==> config.mk <==
export PLATFORM = sky130hd
export DESIGN_NAME = att_sqrt
export DESIGN_NICKNAME = d
export VERILOG_FILES = /design/src/hdl/att_pkg.sv /design/src/hdl/att_sqrt.sv
export SDC_FILE = /design/constraint.sdc
export NUM_CORES = 2
export LEC_CHECK = 0
export BUFFER_PORTS_ARGS = -buffer_cell sky130_fd_sc_hd__buf_2
export CORE_ASPECT_RATIO = 0.8
export CORE_MARGIN = 2
export CORE_UTILIZATION = 58
export DETAILED_ROUTE_END_ITERATION = 8
export GPL_ROUTABILITY_DRIVEN = 1
export PLACE_DENSITY = 0.74
export SETUP_SLACK_MARGIN = 0.05
export SYNTH_ARGS = -nofsm -noshare
export SYNTH_HDL_FRONTEND = slang
export SYNTH_SLANG_ARGS = --single-unit
==> constraint.sdc <==
create_clock -name aclk -period 4 [get_ports aclk]
set_clock_uncertainty 0.05 [all_clocks]
set_input_delay 0.8 -clock aclk [delete_from_list [all_inputs] [get_ports aclk]]
set_output_delay 0.8 -clock aclk [all_outputs]
set_load 0.05 [all_outputs]
==> src/hdl/att_pkg.sv <==
// Package with payload types, constants and the arctangent table for the tilt angle block.
`timescale 1ns / 1ps
package att_pkg;

    typedef struct packed {
        logic signed [15:0] accel_x;
        logic signed [15:0] accel_y;
        logic signed [15:0] accel_z;
    } att_in_t;

    typedef struct packed {
        logic signed [7:0] tilt_x_deg;
        logic signed [7:0] tilt_y_deg;
        logic        [7:0] tilt_z_deg;
    } att_out_t;

    localparam int AngFrac   = 16;
    localparam int MagFrac   = 14;
    localparam int TableLen  = 24;
    localparam int SqW       = 33;
    localparam int RootW     = 31;
    localparam int CordW     = 34;
    localparam int AccW      = 25;
    localparam int HalfTurn  = 180;
    localparam logic signed [AccW-1:0] AngLim = AccW'(90 << AngFrac);

    typedef struct packed {
        logic              neg_x;
        logic              neg_y;
        logic              neg_z;
    } att_sign_t;

    function automatic logic [22:0] atan_tab(input logic [4:0] idx);
        logic [22:0] v;
        unique case (idx)
            5'd0:  v = 23'd2949120;
            5'd1:  v = 23'd1740967;
            5'd2:  v = 23'd919879;
            5'd3:  v = 23'd466945;
            5'd4:  v = 23'd234379;
            5'd5:  v = 23'd117304;
            5'd6:  v = 23'd58666;
            5'd7:  v = 23'd29335;
            5'd8:  v = 23'd14668;
            5'd9:  v = 23'd7334;
            5'd10: v = 23'd3667;
            5'd11: v = 23'd1833;
            5'd12: v = 23'd917;
            5'd13: v = 23'd458;
            5'd14: v = 23'd229;
            5'd15: v = 23'd115;
            5'd16: v = 23'd57;
            5'd17: v = 23'd29;
            5'd18: v = 23'd14;
            5'd19: v = 23'd7;
            5'd20: v = 23'd4;
            5'd21: v = 23'd2;
            5'd22: v = 23'd1;
            default: v = 23'd0;
        endcase
        return v;
    endfunction

endpackage

==> src/hdl/att_sqrt.sv <==
// Pipelined restoring square root, one result bit per stage.
`timescale 1ns / 1ps
module att_sqrt (
    input  logic                       aclk,
    input  logic                       en,
    input  logic [att_pkg::SqW-1:0]    sq_in,
    output logic [att_pkg::RootW-1:0]  root_out
);
    import att_pkg::*;

    // The radicand is sq_in * 2^28; root has 31 bits, one bit resolved per stage.
    localparam int NW = SqW + 2 * MagFrac + 1;
    localparam int RW = RootW + 2;

    logic [NW-1:0] rem_reg  [RootW+1];
    logic [RW-1:0] part_reg [RootW+1];
    logic [NW-1:0] n_reg    [RootW+1];

    always_comb begin
        rem_reg[0]  = '0;
        part_reg[0] = '0;
        n_reg[0]    = {1'b0, sq_in, {(2*MagFrac){1'b0}}};
    end

    for (genvar k = 0; k < RootW; k++) begin : g_st
        logic [NW:0] trial;
        logic [NW:0] rem_sh;
        always_comb begin
            rem_sh = {rem_reg[k][NW-2:0], n_reg[k][NW-1 -: 2]};
            trial  = rem_sh - {{(NW+1-RW-2){1'b0}}, part_reg[k], 2'b01};
        end
        always_ff @(posedge aclk) begin
            if (en) begin
                n_reg[k+1] <= {n_reg[k][NW-3:0], 2'b00};
                if (!trial[NW]) begin
                    rem_reg[k+1]  <= trial[NW-1:0];
                    part_reg[k+1] <= {part_reg[k][RW-2:0], 1'b1};
                end else begin
                    rem_reg[k+1]  <= rem_sh[NW-1:0];
                    part_reg[k+1] <= {part_reg[k][RW-2:0], 1'b0};
                end
            end
        end
    end

    assign root_out = part_reg[RootW][RootW-1:0];
endmodule

[Yosys cells after proc, flatten, opt, wreduce, memory -nomap -nowiden]
Index checks and enable logic that the tools add are counted.
Storage, ports and cells
  flip-flop bits (word level): 2539
  latch bits: 0
  memory bits (writable): 0
  bits in read-only memories: 0
  input bits: 35
  output and inout port bits: 31
  word-level logic and storage cells: 183
  memories kept: 0
Operators by class
  add/sub/neg operators: 31
  multipliers: 0
  divide/modulo/power cells: 0
  magnitude comparators: 0
  eq/ne operators: 0
  shift operators: 0
  muxes and demuxes: 61
  bitwise gates (word level): 0
  reduce and logical (&&, ||, !) cells: 0
Operators with widths (count)
  61-bit 2-to-1 mux: 29
  63-bit by 10-bit subtractor with 63-bit output: 1
  63-bit by 11-bit subtractor with 63-bit output: 1
  63-bit by 12-bit subtractor with 63-bit output: 1
  63-bit by 13-bit subtractor with 63-bit output: 1
  63-bit by 14-bit subtractor with 63-bit output: 1
  63-bit by 15-bit subtractor with 63-bit output: 1
  63-bit by 16-bit subtractor with 63-bit output: 1
  63-bit by 17-bit subtractor with 63-bit output: 1
  63-bit by 18-bit subtractor with 63-bit output: 1
  63-bit by 19-bit subtractor with 63-bit output: 1
  63-bit by 20-bit subtractor with 63-bit output: 1
  63-bit by 21-bit subtractor with 63-bit output: 1
  63-bit by 22-bit subtractor with 63-bit output: 1
  63-bit by 23-bit subtractor with 63-bit output: 1
  63-bit by 24-bit subtractor with 63-bit output: 1
  63-bit by 25-bit subtractor with 63-bit output: 1
  63-bit by 26-bit subtractor with 63-bit output: 1
  63-bit by 27-bit subtractor with 63-bit output: 1
  63-bit by 28-bit subtractor with 63-bit output: 1
  63-bit by 29-bit subtractor with 63-bit output: 1
  63-bit by 3-bit subtractor with 63-bit output: 1
  63-bit by 30-bit subtractor with 63-bit output: 1
  63-bit by 31-bit subtractor with 63-bit output: 1
  other kinds (9): 40

[Logic depth before layout (Yosys ltp)]
  depth after elaboration: 2
  gate-level depth with buffers: 16
  depth with buffers taken out: 15

[Worst setup path before layout]
OpenSTA, ideal clock, no wires.
  path type: register to register
  from: register rem_reg (netlist bit g_st[9].rem_sh[37])
  to: register rem_reg (netlist bit g_st[10].rem_sh[53]) (data pin)
  library setup time: 271 ps
  data arrival time: 4112 ps
  required time: 3679 ps
  setup slack: -432 ps
  cell stages (with the launch flop): 13
  period minus slack after synthesis: 4432 ps
  cell sequence: edfxtp_1 > or4_1 > or4_1 > or3_1 > clkbuf_1 > or4_1 > nand4bb_1 > xor2_1 > nor2b_1 > nand3_1 > buf_2 > o41ai_1 > o21ai_0
On the way
  word-level cells in the longest chain between the ends: 2
RTL lines
  from (decl): RTL line att_sqrt.sv:15  | logic [NW-1:0] rem_reg [RootW+1];
  from (signal, indexed assignment): RTL line att_sqrt.sv:36  | rem_reg[k+1] <= trial[NW-1:0];
  from (signal, indexed assignment): RTL line att_sqrt.sv:39  | rem_reg[k+1] <= rem_sh[NW-1:0];
  63-bit by 11-bit subtractor with 63-bit output: RTL line att_sqrt.sv:30  | trial = rem_sh - {{(NW+1-RW-2){1'b0}}, part_reg[k], 2'b01};
  61-bit 2-to-1 mux: RTL line att_sqrt.sv:35  | if (!trial[NW]) begin
No other way between the ends.
A chain may end at the register's enable or synchronous reset.

[Worst setup path after layout]
  from: register rem_reg (netlist bit g_st[19].rem_sh[52])
  to: register rem_reg (netlist bit g_st[20].rem_sh[35]) (data pin)
On the way
  word-level cells in the longest chain between the ends: 2
RTL lines (RTL line)
  63-bit by 21-bit subtractor with 63-bit output: att_sqrt.sv:30
  61-bit 2-to-1 mux: att_sqrt.sv:35
No other way between the ends.

==> flow_summary.ini <==
[synthesis]
ys_top_cells_by_count = edfxtp_1, nand2_1, xor2_1
synthCells = 10923
ys_ff_latch = 2477
syn_area_sq_um = 128000
synth_top_family_by_area = simple AND/OR/NAND/NOR gates
synth_edf_count = 2477
synth-compound-area-share_pct = 8.53
yosys.area_share.adder_pct = 4.90
ys_top_cells_by_area = edfxtp_1, xor2_1, ha_1, xnor2_1, nand2_1
yosysUniqueCellTypes = 104
yosysTopAreaCellShare_pct = 57.9
syn_avg_cell_area_sq_um = 11.8
synth-async-reset-ratio_pct = 0
synth-xor-area-share_pct = 10.2
synth_nets = 11453
synthMuxAreaShare_pct = 0.888
synthSimpleGateAreaFrac_pct = 14.7
yosys_warnings = 0
yosysMostFrequentCell = edfxtp_1
ys_seq_area_share_pct = 57.9
yosysTopAreaCell = edfxtp_1
synth_ff_type = edfxtp_1

[routing]
postRouteAntennaNets = 0
avgViaCountPerCell = 6.07
wire_per_inst_microns = 22.9
vias = 92320
routed_wl_microns = 348000
drc = 1
first_pass_iters = 9
drt_iter0_drc = 10791

[setup_path]
crit_path_max_fanout = 6
cp.required_ps = 4570
cpMaxStageDelayCell = or4_4
crit_type = reg -> reg
cp-start-kind = flip-flop
endpoint_kind = flip-flop
cpPeakStageDelay_ps = 550
path_cells = or4_4, or4_4, or4b_4, nor4_4, buf_4, buf_6, nand2b_4, a211o_1, o211ai_1, inv_2, o211ai_1, buf_4, nor4_2, xor2_1
arrival_ps = 4710

[timing]
hold_viol = 0
rsz0062_at_grt = yes
post-route-period-util_pct = 103
slew_headroom_pct = 38.9
fmax_mhz = 242
fin_setup_tns_ps = -3240
slew_violations = 0
fin_ws_ps = -140
min_period_ps = 4140
setup_violations = 63
worst_pin_slew_ps = 893

[clock_tree]
path_clk_slew_ps = 60
cts.sinks = 2477
cts_max_path_buffers = 4
cts_made_buffers = 244
cts_tree = done
htree_num_levels = 4
clock_latency_ps = 920
clockRootBuffer = clkbuf_16

[die]
dieArea_sq_um = 225000
fp.dieH_microns = 425
start_util_pct = 58.3
coreArea_sq_um = 220000
rows = 154
ioPinCount = 66
die_x_microns = 530

[placed_design]
place_area_sq_um = 139000
dp_hpwl_microns = 257000
globalplace.congestion = 0.939
io_buffers = 65
pre_cts_slack_ps = -327

[global_route]
grt-ovfl-total = 0
grt_pass1_wl_microns = 525000
grt_pass1_vias = 87353
antenna_found_initial = 11
track_usage_pct = 30.3
grt_max_degree = 142

[power_and_ir_drop]
cellLeakagePower_uw = 0.0576
vdd_drop_max_mv = 0.418
power_density_nw_per_um2 = 456

[final_layout]
area_delta_synth_final_pct = 17.8
largest_reg_flops = 1741
nets = 12563
postLayoutCoreUtil_pct = 68.7
drive_above_1_share_pct = 17.5
final_cell_area_sq_um = 151000

[run]
max-cap-violations = 0

[hold_path]
hold_path_class = in -> reg

[run_status]
failed_checks = design-rule violations, negative setup slack
run_status = finished with violations
stage by stage:
stage	std cells	hold WS [ps]	power [uW]
finish	15201	47.2	69000
global route	15195	19.2	71700
CTS	15125	7.84	68800
detailed placement	14599	355	45300
global placement	14599	351	45000
floorplan	10923	350	40500
kinds of logic (layout without fill, tap and decap cells):
logic type	Yosys count	in the layout
flip-flops	2477	2477
multiplexers	102	102
AO/OA/AOI/OAI	1747	1747
other	1	7
AND/OR/NAND/NOR	3666	3668
adder cells (fa/ha/maj)	495	495
buffers and inverters	942	2248
XOR/XNOR	1493	1493
per-layer routing:
layer	GRT usage (%)	wire [microns]	vias to the layer above
li1	-	-	42526
met1	50.1	166000	44929
met2	40.6	139000	4349
met3	5.29	35200	510
met4	7.31	8300	6
met5	0	45	-
report_power, final:
| part | switching, uW | internal (uW) | total [uW] |
|---|---|---|---|
| combinational | 7090 | 5140 | 12200 |
| sequential | 2080 | 31400 | 33500 |
| clock | 10000 | 13300 | 23300 |
worst max-delay path, delay by kind of cell, from the launching register on:
| kind | cells | cell delay (ps) |
|---|---|---|
| AO/OA/AOI/OAI | 3 | 640 |
| XOR/XNOR | 1 | 160 |
| buffers and inverters | 4 | 660 |
| flip-flops | 1 | 440 |
| AND/OR/NAND/NOR | 6 | 1930 |
worst paths after layout:
| kind | startpoint | to | slack, ps | cells after the start |
|---|---|---|---|---|
| worst min register to register | part_reg[94]$_DFFE_PP_ | part_reg[62]$_DFFE_PP_ | 340 | 0 |
| worst min-delay path | sq_in[6] | n_reg[1896]$_DFFE_PP_ | 50 | 1 |
| worst max register to register | g_st[19].rem_sh[52]$_DFFE_PP_ | g_st[20].rem_sh[35]$_DFFE_PP_ | -140 | 14 |
| worst max-delay path | g_st[19].rem_sh[52]$_DFFE_PP_ | g_st[20].rem_sh[35]$_DFFE_PP_ | -140 | 14 |
layout make-up:
type / count / area [sq um]
flip-flops and latches: 2477 / 74400
fillers: 15654 / 68900
multi-input cells: 7506 / 53500
repair buffers: 1114 / 9160
clock buffers: 272 / 6210
well taps: 2964 / 3710
inverters: 690 / 2590
clock inverters: 172 / 1760
diodes: 6 / 15.0
repair_timing:
item,4_1_cts,5_1_grt
pin swaps,74,98
hold endpoints to repair,28,0
gates resized for setup,196,382
gates cloned,5,5
hold buffers,28,0
endpoints found under the setup margin,424,746
buffers inserted,50,69
placed cells by master, fill, tap and decap left out, types with 380 or more instances in the layout:
cell type,count
buf_4,928
o21ai_0,545
edfxtp_1,2477
inv_1,678
nor2_1,657
nand2_1,874
a21oi_1,380
xor2_1,865
xnor2_1,587
ha_1,479
No activity file was read; power rests on OpenSTA's default activity.
