**src/hdl/att_pkg.sv**
```systemverilog
// Package with payload types, constants and the arctangent table for the tilt angle block.
`timescale 1ns / 1ps
package att_pkg;

    typedef struct packed {
        logic signed [15:0] accel_x;
        logic signed [15:0] accel_y;
        logic signed [15:0] accel_z;
    } att_in_t;

    typedef struct packed {
        logic signed [7:0] tilt_x_deg;
        logic signed [7:0] tilt_y_deg;
        logic        [7:0] tilt_z_deg;
    } att_out_t;

    localparam int AngFrac   = 16;
    localparam int MagFrac   = 14;
    localparam int TableLen  = 24;
    localparam int SqW       = 33;
    localparam int RootW     = 31;
    localparam int CordW     = 34;
    localparam int AccW      = 25;
    localparam int HalfTurn  = 180;
    localparam logic signed [AccW-1:0] AngLim = AccW'(90 << AngFrac);

    typedef struct packed {
        logic              neg_x;
        logic              neg_y;
        logic              neg_z;
    } att_sign_t;

    function automatic logic [22:0] atan_tab(input logic [4:0] idx);
        logic [22:0] v;
        unique case (idx)
            5'd0:  v = 23'd2949120;
            5'd1:  v = 23'd1740967;
            5'd2:  v = 23'd919879;
            5'd3:  v = 23'd466945;
            5'd4:  v = 23'd234379;
            5'd5:  v = 23'd117304;
            5'd6:  v = 23'd58666;
            5'd7:  v = 23'd29335;
            5'd8:  v = 23'd14668;
            5'd9:  v = 23'd7334;
            5'd10: v = 23'd3667;
            5'd11: v = 23'd1833;
            5'd12: v = 23'd917;
            5'd13: v = 23'd458;
            5'd14: v = 23'd229;
            5'd15: v = 23'd115;
            5'd16: v = 23'd57;
            5'd17: v = 23'd29;
            5'd18: v = 23'd14;
            5'd19: v = 23'd7;
            5'd20: v = 23'd4;
            5'd21: v = 23'd2;
            5'd22: v = 23'd1;
            default: v = 23'd0;
        endcase
        return v;
    endfunction

endpackage

```
**src/hdl/att_cordic.sv**
```systemverilog
// Pipelined CORDIC vectoring unit giving an angle in degrees with 16 fraction bits.
`timescale 1ns / 1ps
module att_cordic #(
    parameter int CORDIC_STAGES = 16
) (
    input  logic                               aclk,
    input  logic                               en,
    input  logic [att_pkg::RootW-1:0]          den,
    input  logic [att_pkg::RootW-1:0]          num,
    output logic signed [att_pkg::AccW-1:0]    angle
);
    import att_pkg::*;

    localparam int NS = (CORDIC_STAGES > TableLen) ? TableLen : CORDIC_STAGES;

    logic signed [CordW-1:0] x_reg   [NS+1];
    logic signed [CordW-1:0] y_reg   [NS+1];
    logic signed [AccW-1:0]  acc_reg [NS+1];
    logic [1:0]              sp_reg  [NS+1];

    always_ff @(posedge aclk) begin
        if (en) begin
            x_reg[0]   <= CordW'(den);
            y_reg[0]   <= CordW'(num);
            acc_reg[0] <= '0;
            sp_reg[0]  <= {num == '0, den == '0};
        end
    end

    for (genvar i = 0; i < NS; i++) begin : g_st
        logic signed [CordW-1:0] xs;
        logic signed [CordW-1:0] ys;
        logic signed [AccW-1:0]  t;
        always_comb begin
            xs = x_reg[i] >>> i;
            ys = y_reg[i] >>> i;
            t  = AccW'(atan_tab(5'(i)));
        end
        always_ff @(posedge aclk) begin
            if (en) begin
                sp_reg[i+1] <= sp_reg[i];
                if (y_reg[i] > 0) begin
                    x_reg[i+1]   <= x_reg[i] + ys;
                    y_reg[i+1]   <= y_reg[i] - xs;
                    acc_reg[i+1] <= acc_reg[i] + t;
                end else begin
                    x_reg[i+1]   <= x_reg[i] - ys;
                    y_reg[i+1]   <= y_reg[i] + xs;
                    acc_reg[i+1] <= acc_reg[i] - t;
                end
            end
        end
    end

    always_comb begin
        if (sp_reg[NS][1])
            angle = '0;
        else if (sp_reg[NS][0])
            angle = AngLim;
        else if (acc_reg[NS] < 0)
            angle = '0;
        else if (acc_reg[NS] > AngLim)
            angle = AngLim;
        else
            angle = acc_reg[NS];
    end
endmodule

```
**config.mk**
```make
export PLATFORM = sky130hd
export DESIGN_NAME = att_cordic
export DESIGN_NICKNAME = d
export VERILOG_FILES = /design/src/hdl/att_pkg.sv /design/src/hdl/att_cordic.sv
export SDC_FILE = /design/constraint.sdc
export NUM_CORES = 2
export LEC_CHECK = 0
export ABC_AREA = 0
export BUFFER_PORTS_ARGS = -buffer_cell sky130_fd_sc_hd__clkbuf_2
export CORE_MARGIN = 2
export CORE_UTILIZATION = 40
export DETAILED_ROUTE_END_ITERATION = 10
export GPL_ROUTABILITY_DRIVEN = 0
export HOLD_SLACK_MARGIN = 0.1
export PLACE_DENSITY = 0.65
export SYNTH_ARGS = -nofsm -noshare
export SYNTH_HDL_FRONTEND = slang
export SYNTH_SLANG_ARGS = --single-unit
```
**constraint.sdc**
```tcl
create_clock -name aclk -period 8.8 [get_ports aclk]
set_input_delay 0.88 -clock aclk [delete_from_list [all_inputs] [get_ports aclk]]
set_output_delay 0.88 -clock aclk [all_outputs]
set_load 0.02 [all_outputs]
```
### Yosys cells after proc, flatten, opt, wreduce, memory -nomap -nowiden

Memory sizes are Yosys's and may differ from the RTL's.
Index checks and enable logic that the tools add are counted.

| cells by class | value |
|---|---|
| $add $sub $neg | 95 |
| $lt $le $gt $ge | 18 |
| mux-type cells | 150 |
| bitwise logic cells | 48 |
| reductions and logical operators | 2 |

Operators by type and width:

| cell | number |
|---|---|
| 2-to-1 mux 34 bit | 32 |
| > comparator 34 x 1 -> 1 bit, second input constant | 16 |
| 2-to-1 mux 25 bit | 20 |
| 2-to-1 mux 1 bit | 98 |
| adder 34 x 19 -> 34 bit | 2 |
| adder 34 x 20 -> 34 bit | 2 |
| adder 34 x 21 -> 34 bit | 2 |
| adder 34 x 22 -> 34 bit | 2 |
| adder 34 x 23 -> 34 bit | 2 |
| adder 34 x 24 -> 34 bit | 2 |
| adder 34 x 25 -> 34 bit | 2 |
| adder 34 x 26 -> 34 bit | 2 |
| adder 34 x 27 -> 34 bit | 2 |
| adder 34 x 28 -> 34 bit | 2 |
| adder 34 x 29 -> 34 bit | 2 |
| adder 34 x 30 -> 34 bit | 2 |
| adder 34 x 31 -> 34 bit | 2 |
| adder 34 x 32 -> 34 bit | 2 |
| adder 34 x 33 -> 34 bit | 2 |
| subtractor 34 x 19 -> 34 bit | 2 |
| subtractor 34 x 20 -> 34 bit | 2 |
| subtractor 34 x 21 -> 34 bit | 2 |
| subtractor 34 x 22 -> 34 bit | 2 |
| subtractor 34 x 23 -> 34 bit | 2 |
| 48 further kinds | 107 |

| word-level totals | value |
|---|---|
| memories | 4 |
| output and inout port bits | 25 |
| input bits | 64 |
| bits in registers | 0 |
| memory bits (writable) | 1615 |

Memories:

| name | depth | bits a word | rd ports | clocked after Yosys merged registers in | wr ports | line | RTL |
|---|---|---|---|---|---|---|---|
| x_reg | 17 | 34 | 16 | 0 | 17 | att_cordic.sv:16 | `logic signed [CordW-1:0] x_reg [NS+1];` |
| y_reg | 17 | 34 | 16 | 0 | 17 | att_cordic.sv:17 | `logic signed [CordW-1:0] y_reg [NS+1];` |
| acc_reg | 17 | 25 | 17 | 0 | 17 | att_cordic.sv:18 | `logic signed [AccW-1:0] acc_reg [NS+1];` |
| sp_reg | 17 | 2 | 17 | 0 | 17 | att_cordic.sv:19 | `logic [1:0] sp_reg [NS+1];` |

### Longest topological paths before layout

An unclocked memory read counts as a cell.

| logic depth | value |
|---|---|
| depth after elaboration | 6 |
| depth in mapped cells | 26 |

### Worst setup path after synthesis

No wires, ideal clock.

| path | value |
|---|---|
| kind | register to register |
| start point | mem y_reg[4][9] |
| end point | mem x_reg[5][27] (data pin) |
| clock period less this slack | 6112 ps |
| arrival time | 5847 ps |
| stages on the path, launching flop included | 24 |
| buffers on the path | 1 |
| required time | 8535 ps |
| path slack | 2688 ps |
| cell sequence | edfxtp_1 -> or4_1 -> nor3_1 -> and2_1 -> nand2_1 -> nor3_1 -> and3_1 -> o21ai_1 -> inv_2 -> buf_2 -> nor2_1 -> xnor2_1 -> ha_1 -> o21a_1 -> o31a_1 -> o41a_1 -> a31o_2 -> o221a_2 -> o41a_1 -> a211o_1 -> a21o_1 -> a21oi_1 -> o21ai_0 -> xor2_1 |

RTL lines:

| item | line |
|---|---|
| start, declared | att_cordic.sv:17 |
| end, declared | att_cordic.sv:16 |

==> results by group <==
Final layout
  – Most common cell after layout, fill and taps aside: edfxtp_1
  – Area Overhead vs Synth: 8.740%
  – Share of layout cells above drive strength 1: 4.463%
  – Nets@finish: 14120
  – Most frequent cells in the layout: 1415 x edfxtp_1, 1325 x ha_1, 1173 x xnor2_1
  – Register area: 42490 µm²
  – Final std cells w/o fill: 16780
  – Multi-input logic area: 74630 µm²
  – Number of flip-flops under the largest register name: 540
  – Fillers: 28660

GRT
  – Largest net degree at the start of global routing: 133
  – First-pass GRT wire length: 489.9 mm
  – GR Layer Usage met3: 2.026%
  – Met1 usage: 25.36%
  – Antenna violations before repair: 3
  – GRT Total Usage: 19.63%
  – Number of global-route vias before repair: 88310
  – Met2 usage: 33.94%
  – Gr ovfl total: 0
  – Gr busiest metal: met2

Clock network
  – Max clock buf depth: 4
  – Post-CTS Setup Bufs: 0
  – CTS root buf: clkbuf_16
  – Worst-path clk slew: 0.06 ns
  – CTS tree: built
  – CTS buffer count: 168
  – Htree depth: 4
  – Clock sink count: 1415
  – Clk Latency, worst-skew pair: 0.85 ns
  – # hold bufs at CTS: 0
  – Post-CTS sizing: 0

Timing
  – Final worst slack: 1.161 ns
  – Final Hold Viols: 0
  – Worst-Margin Slew: 1.045 ns
  – Fin crit share: 86.80%
  – Setup TNS: 0 ns
  – Max Fclk: 0.1309 GHz
  – Max-slew headroom: 30.36%
  – Final Setup Violations: 0
  – Final Max Tran Viols: 0
  – Clk_skew: 0.07363 ns
  – RSZ-0062 raised after global routing: false
  – Minimum clock period: 7.639 ns

Logic synthesis
  – Syn Std Cell Area: 120300 µm²
  – Register bit count reported by yosys: 1415
  – Ys flop type: edfxtp_1
  – Post-synth cell types: 100
  – Syn_area_per_cell: 9.527 µm²
  – Ys async rst share: 0%
  – Seq/Total Area, Yosys: 35.33%
  – EDFF count, synth: 1415
  – YS warnings: 0
  – Syn Inst Count: 12620

Detailed routing
  – Detailed-route DRC error count: 0
  – TritonRoute pass-1 iters: 7
  – DRT iter0 DRCs: 7716
  – Routed WL: 311.9 mm
  – Vias per inst: 5.619
  – DR vias: 94270
  – Post-route ant nets: 0
  – WL per Instance: 18.59 µm

Die
  – Initial Utilization: 40.15%
  – Core area: 299500 µm²
  – I/O pin total: 89
  – Rows: 201
  – Die H: 552.3 µm
  – Die width: 552.3 µm
  – Die area: 305000 µm²

Job
  – Max-Cap Viols: 0

Placement
  – Post-Place Cells: 16480
  – I/O Buffers: 85
  – HPWL Detailed: 248.1 mm
  – Post-place setup slack: 1.270 ns

Setup path
  – Worst endpoint required time: 9.43 ns
  – CP Max Fanout: 56
  – Critical Path AT: 8.27 ns
  – Critical Path Start Type: flip-flop
  – Crit Path Class: flip-flop to flip-flop
  – Crit. End Element: flip-flop

Run status
  – Outcome: complete, no violations

Hold path
  – Worst hold path class: input port to flip-flop
[critical path: stages, from the launching register on]
cell and delay [ns]:
edfxtp_1 0.45, nor3_1 0.36, nor3b_1 0.44, nand3_1 0.26, or4_1 0.48, or3_1 0.47, nor4_4 0.22, a21o_1 0.17
nand2_2 0.05, buf_4 0.32, inv_1 0.44, buf_4 0.31, nor2_1 0.07, xor2_1 0.14, ha_1 0.33, nor2b_1 0.16
o31a_1 0.25, o21ai_0 0.22, o211ai_1 0.18, o311ai_0 0.67, o22ai_1 0.27, a21oi_1 0.28, a21oi_1 0.22, o2bb2ai_1 0.28
o311ai_0 0.39
[area by class of cell]
| cell class | count | share of cell area [%] |
|---|---|---|
| Multi-Input combinational cell | 10360 | 57.07 |
| Sequential cell | 1415 | 32.49 |
| Tap cell | 3958 | 3.787 |
| Clock buffer | 186 | 3.299 |
| Inverter | 592 | 1.700 |
| Clock inverter | 111 | 0.9157 |
| Timing Repair Buffer | 150 | 0.7291 |
| Antenna cell | 2 | 0.003827 |
[cell usage after synthesis, drive strengths merged, types with 73 or more instances]
cell type  instances  area (µm²)
or3              147       924.6
o21ai            821        4120
a211oi            84       630.6
nand2b           209        1308
o41ai             73       654.4
edfxtp          1415       42490
xor2             617        5404
nor2             893        3352
and3              92       575.6
a21oi           1139        5704
xnor2           1173       10270
nor3             309        1568
inv              587        2203
ha              1325       16580
o21a             228        1712
a31oi            107       669.4
a21o             502        3769
nand4            105       656.9
nor4             134       868.3
nor2b            199        1247
o31ai            216        1627
clkbuf           210       788.3
o21bai           158        1186
nand3            203        1021
nand2            738        2780
[stage by stage]
stage | util, % | cell area (µm²) | hold WS (ns)
2_1_floorplan | - | 120300 | 0.4003
3_5_place_dp | 41.81 | 125200 | 0.4045
6_report | 43.66 | 130800 | 0.2367
3_3_place_gp | 41.81 | 125200 | 0.4005
4_1_cts | 43.65 | 130800 | 0.1794
5_1_grt | 43.66 | 130800 | 0.2104
[cell families (layout without fill, tap and decap cells)]
| family | after synthesis | after routing | share of synthesized area, % |
|---|---|---|---|
| adders and majority gates | 1366 | 1366 | 14.47 |
| and+or+nand+nor | 3317 | 3317 | 13.63 |
| muxes | 68 | 68 | 0.5900 |
| AOI/OAI and AO/OA | 3818 | 3818 | 20.24 |
| xor gates and xnor gates | 1790 | 1790 | 13.04 |
| buffers and inverters | 847 | 1039 | 2.690 |
| other | 1 | 5 | 0.003118 |
| DFF | 1415 | 1415 | 35.33 |
[final timing paths]
path | depth (start not counted) | start | end | slack (ns)
max reg2reg | 24 | y_reg[6][9] | y_reg[7][30] | 1.16
min reg2reg | 0 | sp_reg[6][0] | sp_reg[7][0] | 0.41
min | 1 | num[11] | y_reg[0][11] | 0.24
max | 24 | y_reg[6][9] | y_reg[7][30] | 1.16
[routing by layer]
metal,wire length (µm),share of wire (%),vias up
li1,-,-,47100
met1,137300,44,44260
met2,149100,48,2348
met3,14050,4.5,553
met4,11420,3.7,2
met5,13,0.0042,-
Power is not shown: default switching activity piles up to over one toggle a cycle in this logic, so the estimate is an artifact.
